[src/hw/rtl/ddq_pkg.sv]
package ddq_pkg;

   localparam int DEPTH_DEFAULT = 16;

   // request command codes
   localparam logic [2:0] CMD_INS_FRONT = 3'd0;
   localparam logic [2:0] CMD_INS_BACK  = 3'd1;
   localparam logic [2:0] CMD_COUNT     = 3'd2;
   localparam logic [2:0] CMD_DEDUP     = 3'd3;
   localparam logic [2:0] CMD_DUMP      = 3'd4;

   // response status codes
   localparam logic [1:0] ST_OK    = 2'd0;
   localparam logic [1:0] ST_FULL  = 2'd1;
   localparam logic [1:0] ST_EMPTY = 2'd2;

   // where the response tally and value come from
   localparam logic [1:0] SRC_LEN   = 2'd0;
   localparam logic [1:0] SRC_TALLY = 2'd1;
   localparam logic [1:0] SRC_ITEM  = 2'd2;

   typedef struct packed {
      logic       ins_front;
      logic       ins_back;
      logic       start_pass;
      logic       rd_outer;
      logic       rd_inner;
      logic       cap_v;
      logic       cmp;
      logic       outer_end;
      logic       finish_dedup;
      logic       next_i;
      logic       load_rsp;
      logic [1:0] rsp_status;
      logic [1:0] rsp_src;
      logic       mode_count;
   } ctl_cmd_type;

   typedef struct packed {
      logic full;
      logic empty;
      logic i_last;
      logic j_last;
      logic range_zero;
   } ctl_sts_type;

endpackage

[src/hw/rtl/dedup_deque_store.sv]
// Bounded double-ended list of 32-bit values with duplicate count and removal.
// Request channel (req_valid/req_ready): command and value. Response channel
// (rsp_valid/rsp_ready): status, item value, tally, last flag.
// One request is worked on at a time; req_ready is high only while idle.
// Insert and unused commands: response valid the cycle after acceptance.
// Count: for n > 0 entries, each outer entry is read from the single-port
// store, then compared against every other entry, with one store read and
// one compare per inner step. Remove-duplicates: the same outer loop, with
// the inner loop only over the entries kept so far, plus a finishing step.
// Count or remove on an empty list answers the next cycle.
// Dump: one response per entry, the next read only after one is taken, the
// last one flagged; an empty list gives one response with status empty.
// A stalled response holds all fields until taken; no new request is taken
// meanwhile. Reset (synchronous) empties the list at once; store contents
// are left as they are and are never read before being written again.
module dedup_deque_store #(
   parameter int DEPTH = ddq_pkg::DEPTH_DEFAULT
) (
   input  logic               clock,
   input  logic               reset,
   input  logic               req_valid,
   output logic               req_ready,
   input  logic [2:0]         req_command,
   input  logic signed [31:0] req_value,
   output logic               rsp_valid,
   input  logic               rsp_ready,
   output logic [1:0]         rsp_status,
   output logic signed [31:0] rsp_item_value,
   output logic [4:0]         rsp_tally,
   output logic               rsp_last
);

   ddq_pkg::ctl_cmd_type cmd;
   ddq_pkg::ctl_sts_type sts;

   ddq_ctrl u_ctrl (
      .clock       (clock),
      .reset       (reset),
      .req_valid   (req_valid),
      .req_ready   (req_ready),
      .req_command (req_command),
      .rsp_valid   (rsp_valid),
      .rsp_ready   (rsp_ready),
      .cmd         (cmd),
      .sts         (sts)
   );

   ddq_datapath #(
      .DEPTH (DEPTH)
   ) u_datapath (
      .clock          (clock),
      .reset          (reset),
      .req_value      (req_value),
      .cmd            (cmd),
      .sts            (sts),
      .rsp_status     (rsp_status),
      .rsp_item_value (rsp_item_value),
      .rsp_tally      (rsp_tally),
      .rsp_last       (rsp_last)
   );

endmodule

[src/hw/rtl/ddq_ctrl.sv]
module ddq_ctrl (
   input  logic                  clock,
   input  logic                  reset,
   input  logic                  req_valid,
   output logic                  req_ready,
   input  logic [2:0]            req_command,
   output logic                  rsp_valid,
   input  logic                  rsp_ready,
   output ddq_pkg::ctl_cmd_type  cmd,
   input  ddq_pkg::ctl_sts_type  sts
);

   localparam logic [3:0] S_IDLE = 4'd0;
   localparam logic [3:0] S_ORD  = 4'd1;
   localparam logic [3:0] S_OCAP = 4'd2;
   localparam logic [3:0] S_IRD  = 4'd3;
   localparam logic [3:0] S_ICMP = 4'd4;
   localparam logic [3:0] S_OEND = 4'd5;
   localparam logic [3:0] S_FIN  = 4'd6;
   localparam logic [3:0] S_DRD  = 4'd7;
   localparam logic [3:0] S_DOUT = 4'd8;
   localparam logic [3:0] S_RESP = 4'd9;

   logic [3:0] state_ff, state_in;
   logic       mode_ff, mode_in;

   always_ff @(posedge clock) begin
      if (reset) begin
         state_ff <= S_IDLE;
         mode_ff  <= 1'b0;
      end else begin
         state_ff <= state_in;
         mode_ff  <= mode_in;
      end
   end

   assign req_ready = (state_ff == S_IDLE);
   assign rsp_valid = (state_ff == S_RESP) || (state_ff == S_DOUT);

   always_comb begin
      state_in       = state_ff;
      mode_in        = mode_ff;
      cmd            = '0;
      cmd.mode_count = mode_ff;
      cmd.rsp_status = ddq_pkg::ST_OK;
      cmd.rsp_src    = ddq_pkg::SRC_LEN;
      unique case (state_ff)
         S_IDLE: begin
            if (req_valid) begin
               unique case (req_command)
                  ddq_pkg::CMD_INS_FRONT, ddq_pkg::CMD_INS_BACK: begin
                     cmd.load_rsp = 1'b1;
                     if (sts.full) begin
                        cmd.rsp_status = ddq_pkg::ST_FULL;
                     end else begin
                        cmd.ins_front = (req_command == ddq_pkg::CMD_INS_FRONT);
                        cmd.ins_back  = (req_command == ddq_pkg::CMD_INS_BACK);
                     end
                     state_in = S_RESP;
                  end
                  ddq_pkg::CMD_COUNT, ddq_pkg::CMD_DEDUP: begin
                     mode_in        = (req_command == ddq_pkg::CMD_COUNT);
                     cmd.start_pass = 1'b1;
                     if (sts.empty) begin
                        // nothing to scan: tally and length are both zero
                        cmd.load_rsp = 1'b1;
                        state_in     = S_RESP;
                     end else begin
                        state_in = S_ORD;
                     end
                  end
                  ddq_pkg::CMD_DUMP: begin
                     cmd.start_pass = 1'b1;
                     if (sts.empty) begin
                        cmd.load_rsp   = 1'b1;
                        cmd.rsp_status = ddq_pkg::ST_EMPTY;
                        state_in       = S_RESP;
                     end else begin
                        state_in = S_DRD;
                     end
                  end
                  default: begin
                     cmd.load_rsp = 1'b1;
                     state_in     = S_RESP;
                  end
               endcase
            end
         end
         S_ORD: begin
            cmd.rd_outer = 1'b1;
            state_in     = S_OCAP;
         end
         S_OCAP: begin
            cmd.cap_v = 1'b1;
            state_in  = sts.range_zero ? S_OEND : S_IRD;
         end
         S_IRD: begin
            cmd.rd_inner = 1'b1;
            state_in     = S_ICMP;
         end
         S_ICMP: begin
            cmd.cmp  = 1'b1;
            state_in = sts.j_last ? S_OEND : S_IRD;
         end
         S_OEND: begin
            cmd.outer_end = 1'b1;
            if (!sts.i_last) begin
               state_in = S_ORD;
            end else if (mode_ff) begin
               cmd.load_rsp = 1'b1;
               cmd.rsp_src  = ddq_pkg::SRC_TALLY;
               state_in     = S_RESP;
            end else begin
               state_in = S_FIN;
            end
         end
         S_FIN: begin
            cmd.finish_dedup = 1'b1;
            cmd.load_rsp     = 1'b1;
            state_in         = S_RESP;
         end
         S_DRD: begin
            cmd.rd_outer = 1'b1;
            cmd.load_rsp = 1'b1;
            cmd.rsp_src  = ddq_pkg::SRC_ITEM;
            state_in     = S_DOUT;
         end
         S_DOUT: begin
            if (rsp_ready) begin
               if (sts.i_last) begin
                  state_in = S_IDLE;
               end else begin
                  cmd.next_i = 1'b1;
                  state_in   = S_DRD;
               end
            end
         end
         S_RESP: begin
            if (rsp_ready) begin
               state_in = S_IDLE;
            end
         end
         default: begin
            state_in = S_IDLE;
         end
      endcase
   end

endmodule

[src/hw/rtl/ddq_datapath.sv]
module ddq_datapath #(
   parameter int DEPTH = ddq_pkg::DEPTH_DEFAULT
) (
   input  logic                  clock,
   input  logic                  reset,
   input  logic signed [31:0]    req_value,
   input  ddq_pkg::ctl_cmd_type  cmd,
   output ddq_pkg::ctl_sts_type  sts,
   output logic [1:0]            rsp_status,
   output logic signed [31:0]    rsp_item_value,
   output logic [4:0]            rsp_tally,
   output logic                  rsp_last
);

   localparam int IDX_W = $clog2(DEPTH);
   localparam int CNT_W = $clog2(DEPTH + 1);

   logic [31:0]      mem [DEPTH];
   logic [31:0]      rd_data_ff;

   logic [IDX_W-1:0] front_ff, front_in;
   logic [CNT_W-1:0] count_ff, count_in;
   logic [CNT_W-1:0] i_ff, j_ff, w_ff, tally_ff;
   logic [31:0]      cur_v_ff;
   logic             found_ff;
   logic [1:0]       status_ff, src_ff;

   logic [IDX_W-1:0] front_dec;
   logic [CNT_W-1:0] pos;
   logic [IDX_W:0]   sum;
   logic [IDX_W-1:0] slot;
   logic [IDX_W-1:0] waddr;
   logic             we;
   logic [31:0]      wdata;
   logic [CNT_W-1:0] range;
   logic             match;
   logic [CNT_W-1:0] tally_sel;
   logic [CNT_W+4:0] tally_wide;

   assign front_dec = (front_ff == '0) ? IDX_W'(DEPTH - 1) : front_ff - IDX_W'(1);

   always_comb begin
      priority if (cmd.ins_back) begin
         pos = count_ff;
      end else if (cmd.rd_inner) begin
         pos = j_ff;
      end else if (cmd.outer_end) begin
         pos = w_ff;
      end else begin
         pos = i_ff;
      end
   end

   // physical slot of a list position: one compare and subtract for the wrap
   always_comb begin
      sum = {1'b0, front_ff} + {1'b0, pos[IDX_W-1:0]};
      if (sum >= (IDX_W + 1)'(DEPTH)) begin
         sum = sum - (IDX_W + 1)'(DEPTH);
      end
      slot = sum[IDX_W-1:0];
   end

   assign we    = cmd.ins_front || cmd.ins_back ||
                  (cmd.outer_end && !cmd.mode_count && !found_ff);
   assign waddr = cmd.ins_front ? front_dec : slot;
   assign wdata = (cmd.ins_front || cmd.ins_back) ? req_value : cur_v_ff;

   always_ff @(posedge clock) begin
      if (we) begin
         mem[waddr] <= wdata;
      end
      if (cmd.rd_outer || cmd.rd_inner) begin
         rd_data_ff <= mem[slot];
      end
   end

   assign range = cmd.mode_count ? count_ff : w_ff;
   // count compares against every other entry, dedup against kept ones
   assign match = (rd_data_ff == cur_v_ff) && (!cmd.mode_count || (j_ff != i_ff));

   always_comb begin
      front_in = front_ff;
      count_in = count_ff;
      if (cmd.ins_front) begin
         front_in = front_dec;
      end
      if (cmd.ins_front || cmd.ins_back) begin
         count_in = count_ff + CNT_W'(1);
      end else if (cmd.finish_dedup) begin
         count_in = w_ff;
      end
   end

   always_ff @(posedge clock) begin
      if (reset) begin
         front_ff <= '0;
         count_ff <= '0;
      end else begin
         front_ff <= front_in;
         count_ff <= count_in;
      end
   end

   always_ff @(posedge clock) begin
      if (cmd.start_pass) begin
         i_ff     <= '0;
         w_ff     <= '0;
         tally_ff <= '0;
      end
      if (cmd.cap_v) begin
         cur_v_ff <= rd_data_ff;
         j_ff     <= '0;
         found_ff <= 1'b0;
      end
      if (cmd.cmp) begin
         j_ff <= j_ff + CNT_W'(1);
         if (match) begin
            found_ff <= 1'b1;
         end
      end
      if (cmd.outer_end) begin
         i_ff <= i_ff + CNT_W'(1);
         if (cmd.mode_count) begin
            tally_ff <= tally_ff + CNT_W'(found_ff);
         end else if (!found_ff) begin
            w_ff <= w_ff + CNT_W'(1);
         end
      end
      if (cmd.next_i) begin
         i_ff <= i_ff + CNT_W'(1);
      end
      if (cmd.load_rsp) begin
         status_ff <= cmd.rsp_status;
         src_ff    <= cmd.rsp_src;
      end
   end

   assign sts.full       = (count_ff == CNT_W'(DEPTH));
   assign sts.empty      = (count_ff == '0);
   assign sts.i_last     = (i_ff == count_ff - CNT_W'(1));
   assign sts.j_last     = (j_ff == range - CNT_W'(1));
   assign sts.range_zero = (range == '0);

   assign tally_sel  = (src_ff == ddq_pkg::SRC_TALLY) ? tally_ff : count_ff;
   assign tally_wide = {5'b0, tally_sel};

   assign rsp_status     = status_ff;
   assign rsp_tally      = tally_wide[4:0];
   assign rsp_item_value = (src_ff == ddq_pkg::SRC_ITEM) ? rd_data_ff : '0;
   assign rsp_last       = (src_ff == ddq_pkg::SRC_ITEM) ? sts.i_last : 1'b1;

endmodule

[config.mk]
export PLATFORM = sky130hd
export DESIGN_NAME = dedup_deque_store
export DESIGN_NICKNAME = d
export VERILOG_FILES = /design/src/hw/rtl/ddq_pkg.sv /design/src/hw/rtl/dedup_deque_store.sv /design/src/hw/rtl/ddq_ctrl.sv /design/src/hw/rtl/ddq_datapath.sv
export SDC_FILE = /design/constraint.sdc
export NUM_CORES = 1
export LEC_CHECK = 0
export ABC_AREA = 1
export BUFFER_PORTS_ARGS = -buffer_cell sky130_fd_sc_hd__buf_4
export CAP_MARGIN = 40
export CORE_MARGIN = 3
export CORE_UTILIZATION = 56
export CTS_CLUSTER_DIAMETER = 40
export DETAILED_ROUTE_END_ITERATION = 8
export GPL_ROUTABILITY_DRIVEN = 0
export PLACE_DENSITY_LB_ADDON = 0.2
export SYNTH_ARGS = -nofsm -noshare
export SYNTH_HDL_FRONTEND = slang
export SYNTH_SLANG_ARGS = --single-unit
[constraint.sdc]
create_clock -name clock -period 4.7 [get_ports clock]
set_input_delay 0.705 -clock clock [delete_from_list [all_inputs] [get_ports clock]]
set_output_delay 0.705 -clock clock [all_outputs]
set_load 0.05 [all_outputs]
# [Word-level counts from Yosys, hierarchy flattened]
# Memories as Yosys holds them, arrays and structs flattened. A register that Yosys moved wholly into a read port is not among the register bits.
# Index checks and enable logic that the tools add are counted.
[op_classes] addsub=10 n_mul=0 n_div=0 magnitude_cmp=1 eq_ne=23 n_shift=0 mux=68 n_bitwise=0 n_reduce_logical=26
[ops] op="5-bit 2-to-1 mux" count=16
[ops] op="32-bit 2-to-1 mux" count=2
[ops] op="4-bit 2-to-1 mux" count=13
[ops] op="4-bit one-hot mux with 10 select lines" count=1
[ops] op="32-bit equality test" count=1
[ops] op="1-bit 2-to-1 mux" count=21
[ops] op="3-bit 2-to-1 mux" count=7
[ops] op="5-bit by 1-bit adder with 5-bit output, second input constant" count=4
[ops] op="4-bit by 3-bit equality test with 1-bit output, second input constant" count=4
[ops] op="5-bit equality test" count=2
[ops] op="5-bit zero test" count=2
[ops] op="5-bit by 1-bit subtractor with 5-bit output, second input constant" count=2
[ops] op="4-bit by 2-bit equality test with 1-bit output, second input constant" count=2
[ops] op="4-bit equality test, second input constant" count=2
[ops] op="4-bit zero test" count=2
[ops] op="2-bit one-hot mux with 2 select lines" count=2
[ops] op="4-bit one-hot mux with 2 select lines" count=1
[ops] op="2-bit OR reduction" count=4
[ops] op="4-bit by 1-bit subtractor with 4-bit output, second input constant" count=2
[ops] op="3-bit by 2-bit equality test with 1-bit output, second input constant" count=2
[ops] op="2-bit 2-to-1 mux" count=3
[ops] op="2-bit inequality test, second input constant" count=3
[ops] op="3-bit AND reduction" count=2
[ops] op="4-bit by 4-bit adder with 5-bit output" count=1
[ops] op="19 further kinds" count=27
[totals] ff_bits=71 latch_bits=0 ramBits=512 mem_bits_ro=0 output_inout_bits=42 memories=1
[mem_list] memory="u_datapath.mem" depth=16 width=32 rd=1 rd_ports_with_merged_regs=1 wr=1 line="ddq_datapath.sv:18" source="logic [31:0] mem [DEPTH];"

# [Logic depth before layout (Yosys ltp)]
[logic_depth] ltp_word=10 ltp_mapped=19 ltp_nobuf=19

# [Modules after synthesis]
# Synthesis repeated with hierarchy kept, for this count alone.
[hier_totals] cells_unflattened=2171 hier_area_um2=25921.1
[modules_own_cells] mod="ddq_datapath" n_inst=1 cells_each=2066 area_each_um2=25328.0 seq_area_each_um2=18117.4
[modules_own_cells] mod="ddq_ctrl" n_inst=1 cells_each=105 area_each_um2=593.1 seq_area_each_um2=100.1

# [Worst setup path after synthesis]
# Ideal clock, no wire load.
[synth_path] path_type="reg2reg" startpoint="register u_datapath.count_ff[0]" endpoint="memory u_datapath.mem[4][0] (enable)" t_arrival_ns=4.194 slack_ns=0.085 stages_incl_launch_ff=17 n_path_buf=1 period_less_slack_ns=4.615 path_cell_list="dfxtp_1 -> inv_1 -> ha_1 -> nand3_1 -> nand2_4 -> nor2_8 -> inv_2 -> o21ai_0 -> ha_1 -> inv_1 -> fa_1 -> xnor2_1 -> inv_1 -> clkbuf_1 -> o21ai_0 -> nand3_1 -> nor2_1"
[synth_via] elab_chain_len=10 word_cells_on_any_way=15 cone_classes="add/sub: 2; order compare: 1; eq/ne: 1; mux: 9; reduce/logical: 2"
[synth_rtl] item="start, declared" line="ddq_datapath.sv:22" source="logic [CNT_W-1:0] count_ff, count_in;"
[synth_rtl] item="start signal, assigned" line="ddq_datapath.sv:100" source="count_ff <= count_in;"
[synth_rtl] item="5-bit equality test" line="ddq_datapath.sv:138" source="assign sts.full = (count_ff == CNT_W'(DEPTH));"
[synth_rtl] item="2-bit 2-to-1 mux" line="ddq_ctrl.sv:53" source="if (sts.full) begin"
[synth_rtl] item="2-bit 2-to-1 mux" line="ddq_ctrl.sv:50" source="unique case (req_command)"
[synth_rtl] item="3-bit 2-to-1 mux" line="ddq_ctrl.sv:49" source="if (req_valid) begin"
[synth_rtl] item="3-bit 2-to-1 mux" line="ddq_ctrl.sv:47" source="unique case (state_ff)"
[synth_rtl] item="4-bit 2-to-1 mux" line="ddq_datapath.sv:43" source="priority if (cmd.ins_back) begin"
[synth_rtl] item="4-bit by 4-bit adder with 5-bit output" line="ddq_datapath.sv:56" source="sum = {1'b0, front_ff} + {1'b0, pos[IDX_W-1:0]};"
[synth_rtl] item="4-bit by 1-bit subtractor with 4-bit output / 5-bit greater-or-equal comparator (equally long branches)" line="ddq_datapath.sv:58, ddq_datapath.sv:57"
[synth_rtl] item="4-bit 2-to-1 mux" line="ddq_datapath.sv:57" source="if (sum >= (IDX_W + 1)'(DEPTH)) begin"
[synth_rtl] item="4-bit 2-to-1 mux" line="ddq_datapath.sv:65" source="assign waddr = cmd.ins_front ? front_dec : slot;"
[synth_rtl] item="end, declared" line="ddq_datapath.sv:18"
# Parallel ways exist; a longest one is shown, timed or not.

# [Worst setup path after layout]
[layout_path] startpoint="register u_datapath.count_ff[0]" endpoint="memory u_datapath.mem[9][24] (enable)"
# Same word-level chain as after synthesis.

==> results.tsv <==
stage	metric	value	unit
sta	TNS Setup	0	ns
run	Max-Cap Viols	0	
synth	Syn Inst Count	2105	
synth	largest family of logic cells by synthesized area	compound AO/OA/AOI/OAI gates	
layout	commonest non-fill, non-tap cell in the layout	edfxtp_1	
synth	#FFs+latches synth	615	
grt	vias in the first global route	16900	
min_path	class of the worst hold path	in -> reg	
clocking	CTS Buf Count	85	
pwr	Max IR drop VDD	0.449	mV
detailed_routing	DR vias/cell	6.10	
synth	Synth Area in Simple Gates	0.106	
floorplanning	die height	221	um
clocking	TritonCTS clock tree	done	
setup_path	FF-to-FF path depth	17	
clocking	CTS max path bufs	3	
sta	worst slew pin tran	1.51	ns
setup_path	WP buf/inv	6	
synth	post-synthesis compound-gate area fraction	0.132	
setup_path	crit end category	register	
min_path	HP Start	req_command[0]	
placement	IO Port Bufs	80	
placement	dpl hpwl	35.1	mm
grt	Total Routing Usage GR	0.265	
setup_path	reg2reg setup slack	0.42	ns
floorplanning	Die ar.	0.0488	mm^2
floorplanning	# IOs	81	
detailed_routing	post-DR wirelength/cell	22.9	um
pwr	static leakage	10.5	nW
grt	GR Overflow Total	0	
detailed_routing	initial drt markers	2264	
sta	fin crit share	0.911	
placement	placed cells	2710	
synth	Syn Nets	2158	
synth	adder-cell share of the synthesized area	0.00706	
floorplanning	Initial Utilization	0.569	
detailed_routing	Residual DRC	0	
sta	setup violators final	0	
pwr	PwrDens	655	mW/mm^2
synth	Seq/Total Area, Yosys	0.704	
setup_path	CP required	4.99	ns
setup_path	Worst path slowest cell	fa_4	
sta	unrepaired setup endpoints after global routing	no	
sta	Final Hold Vio Count	0	
layout	cell area after layout	0.0304	mm^2
clocking	cts hold-fix bufs	0	
layout	most frequent cells in the layout	590 x edfxtp_1, 334 x nor2_1, 318 x o21ai_0, 220 x nand2_1, 103 x buf_4	
synth	Mean Syn Cell Area	12.3	um^2
grt	largest net degree at the start of global routing	257	
setup_path	reg2reg end	u_datapath.mem[9][24]$_DFFE_PP_	
setup_path	R2R Path Start	u_datapath.count_ff[0]$_SDFFE_PP0P_	
placement	pre-CTS WS	0.278	ns
sta	Pins Over Slew Limit	36	
synth	Synth Warn #	0	
layout	# fillers	3256	
setup_path	CP max FO	18	
sta	Slew headroom	-0.00542	
grt	global-route wire length before repair	100	mm
clocking	TritonCTS Sinks	615	
setup_path	CP Launch Type	register	
floorplanning	DIE WIDTH	221	um
setup_path	CP Cell Sequence	inv_1, ha_1, nand3_1, nand2_4, nor2_8, inv_2, o21ai_0, ha_4, inv_1, fa_4, clkinv_2, nand2_1, nand2_1, inv_1, nand3_1, nor2_4, buf_12	
min_path	hold path endpoint	u_ctrl.mode_ff$_SDFFE_PP0P_	
setup_path	Worst Path Class, Setup	reg -> reg	
setup_path	Max stage delay on crit path	0.83	ns
sta	Final Worst Setup Slack	0.417	ns
synth	Netlist cell types	49	
sta	fmax	234	MHz
placement	dpl cell area	0.0275	mm^2
floorplanning	Core Region	0.0455	mm^2
clocking	Setup Fix Bufs, Post-CTS	0	
outcome	failing checks	slew limit	
sta	Clock Skews	0.0400	ns
outcome	outcome	complete, but fails checks	
setup_path	Worst path depth	17	
floorplanning	Core Rows	78	
detailed_routing	via count	17500	
clocking	Clock Latency Late Sink	0.62	ns
layout	nets	2250	
layout	diode count	0	
synth	Synth Area in XOR/XNOR	0.0149	
grt	initial antenna violation count	1	
setup_path	Top delay family on crit path	simple AND/OR/NAND/NOR gates	
min_path	hold path cells	2	
sta	min Tclk post-route	4.28	ns
layout	Layout Cells excl Fill	2869	
clocking	post_cts resized	0	
clocking	CTS root buf	clkbuf_16	
detailed_routing	antenna-violating nets left	0	
synth	synthesized cell area	0.0259	mm^2
setup_path	Worst Path Arrival	4.57	ns
detailed_routing	Post-Route WL	65.6	mm
clocking	CTS clk-pin slew, worst paths	0.05	ns
layout	Syn-to-layout area delta	17.4	%
detailed_routing	Detailed Routing Iterations Pass 1	6	
synth	post-synthesis mux area share	0.000387	
layout	share of cells above drive strength 1	0.163	
setup_path	most frequent cell on the critical path	inv_1	
clocking	H-tree levels	3	
[state kept, by name, indices dropped and copies added, names as in the netlist]
register	flops
u_datapath.mem	512
u_datapath.cur_v_ff	32
u_datapath.rd_data_ff	32
u_datapath.count_ff	5
u_datapath.i_ff	5
u_datapath.j_ff	5
u_datapath.tally_ff	5
u_datapath.w_ff	5
u_ctrl.state_ff	4
u_datapath.front_ff	4
u_datapath.rsp_status	2
u_datapath.src_ff	2
u_ctrl.mode_ff	1
u_datapath.found_ff	1
[metrics by stage]
step	total power, mW	hold slack [ns]	util
5_1_grt	20.8	0.338	0.668
2_1_floorplan	11.6	0.438	-
4_1_cts	19.9	0.310	0.668
3_3_place_gp	13.3	0.475	0.603
3_5_place_dp	13.5	0.482	0.604
6_report	19.9	0.340	0.668
[routing by layer]
layer | part of all wire | wire length (um) | GRT usage
met1 | 0.41 | 26600 | 0.370
met3 | 0.088 | 5750 | 0.0492
met2 | 0.47 | 31000 | 0.420
met4 | 0.034 | 2230 | 0.100
met5 | 0 | 0 | 0
[where the power goes]
group,leakage (nW),switching [mW],internal [mW]
clock,1.39,2.45,3.95
sequential,5.53,0.349,6.97
combinational,3.59,4.38,1.79
[Yosys cell counts (all sizes together)]
| master | n | share of area |
|---|---|---|
| nand3b | 2 | 0.0011 |
| nor4 | 3 | 0.00073 |
| fa | 1 | 0.00077 |
| a211oi | 1 | 0.00029 |
| mux2i | 1 | 0.00039 |
| a31oi | 1 | 0.00024 |
| clkbuf | 94 | 0.014 |
| nor2 | 358 | 0.054 |
| nor3b | 1 | 0.00029 |
| nand4 | 8 | 0.0019 |
| o221ai | 65 | 0.022 |
| nor3 | 9 | 0.0019 |
| o31ai | 3 | 0.00087 |
| a311oi | 1 | 0.00034 |
| o211ai | 34 | 0.015 |
| buf | 25 | 0.0063 |
| nand3 | 50 | 0.010 |
| xor2 | 13 | 0.0044 |
| o21bai | 1 | 0.00029 |
| ha | 13 | 0.0063 |
| edfxtp | 590 | 0.68 |
| nand2 | 227 | 0.035 |
| or2 | 3 | 0.00073 |
| xnor2 | 31 | 0.010 |
| inv | 104 | 0.015 |
| dfxtp | 25 | 0.019 |
| o22ai | 67 | 0.016 |
| o21ai | 351 | 0.072 |
| clkinv | 1 | 0.00014 |
| a21oi | 22 | 0.0043 |
[area by class of cell]
class                           instances  area (um^2)  area share
Clock buffer                           98         2260      0.0745
Clock inverter                         61          631      0.0208
Inverter                              105          400      0.0132
Multi-Input combinational cell       1266         6900       0.227
Sequential cell                       615        18200       0.600
Tap cell                              600          751      0.0247
Timing Repair Buffer                  124         1200      0.0396
[how the worst max path moves through the flow]
| stage | startpoint | endpoint | slack [ns] |
|---|---|---|---|
| CTS | u_datapath.count_ff[0]$_SDFFE_PP0P_ | u_datapath.mem[9][24]$_DFFE_PP_ | 0.44 |
| global route | u_datapath.count_ff[0]$_SDFFE_PP0P_ | u_datapath.mem[9][24]$_DFFE_PP_ | 0.20 |
| floorplan | u_datapath.count_ff[0]$_SDFFE_PP0P_ | u_datapath.mem[4][0]$_DFFE_PP_ | 0.09 |
| detailed placement | req_command[2] | u_datapath.mem[9][27]$_DFFE_PP_ | 0.28 |
| finish | u_datapath.count_ff[0]$_SDFFE_PP0P_ | u_datapath.mem[9][24]$_DFFE_PP_ | 0.42 |
| global placement | req_command[2] | u_datapath.mem[9][27]$_DFFE_PP_ | 0.32 |
[kinds of logic (layout without fill, tap and decap cells)]
group / after synthesis / after routing
AND/OR/NAND/NOR: 661 / 661
flip-flops: 615 / 615
AO/OA/AOI/OAI: 546 / 546
buffers and inverters: 224 / 388
XOR/XNOR: 44 / 44
adder cells (fa/ha/maj): 14 / 14
multiplexers: 1 / 1
No activity file was read; power rests on OpenSTA's default activity.
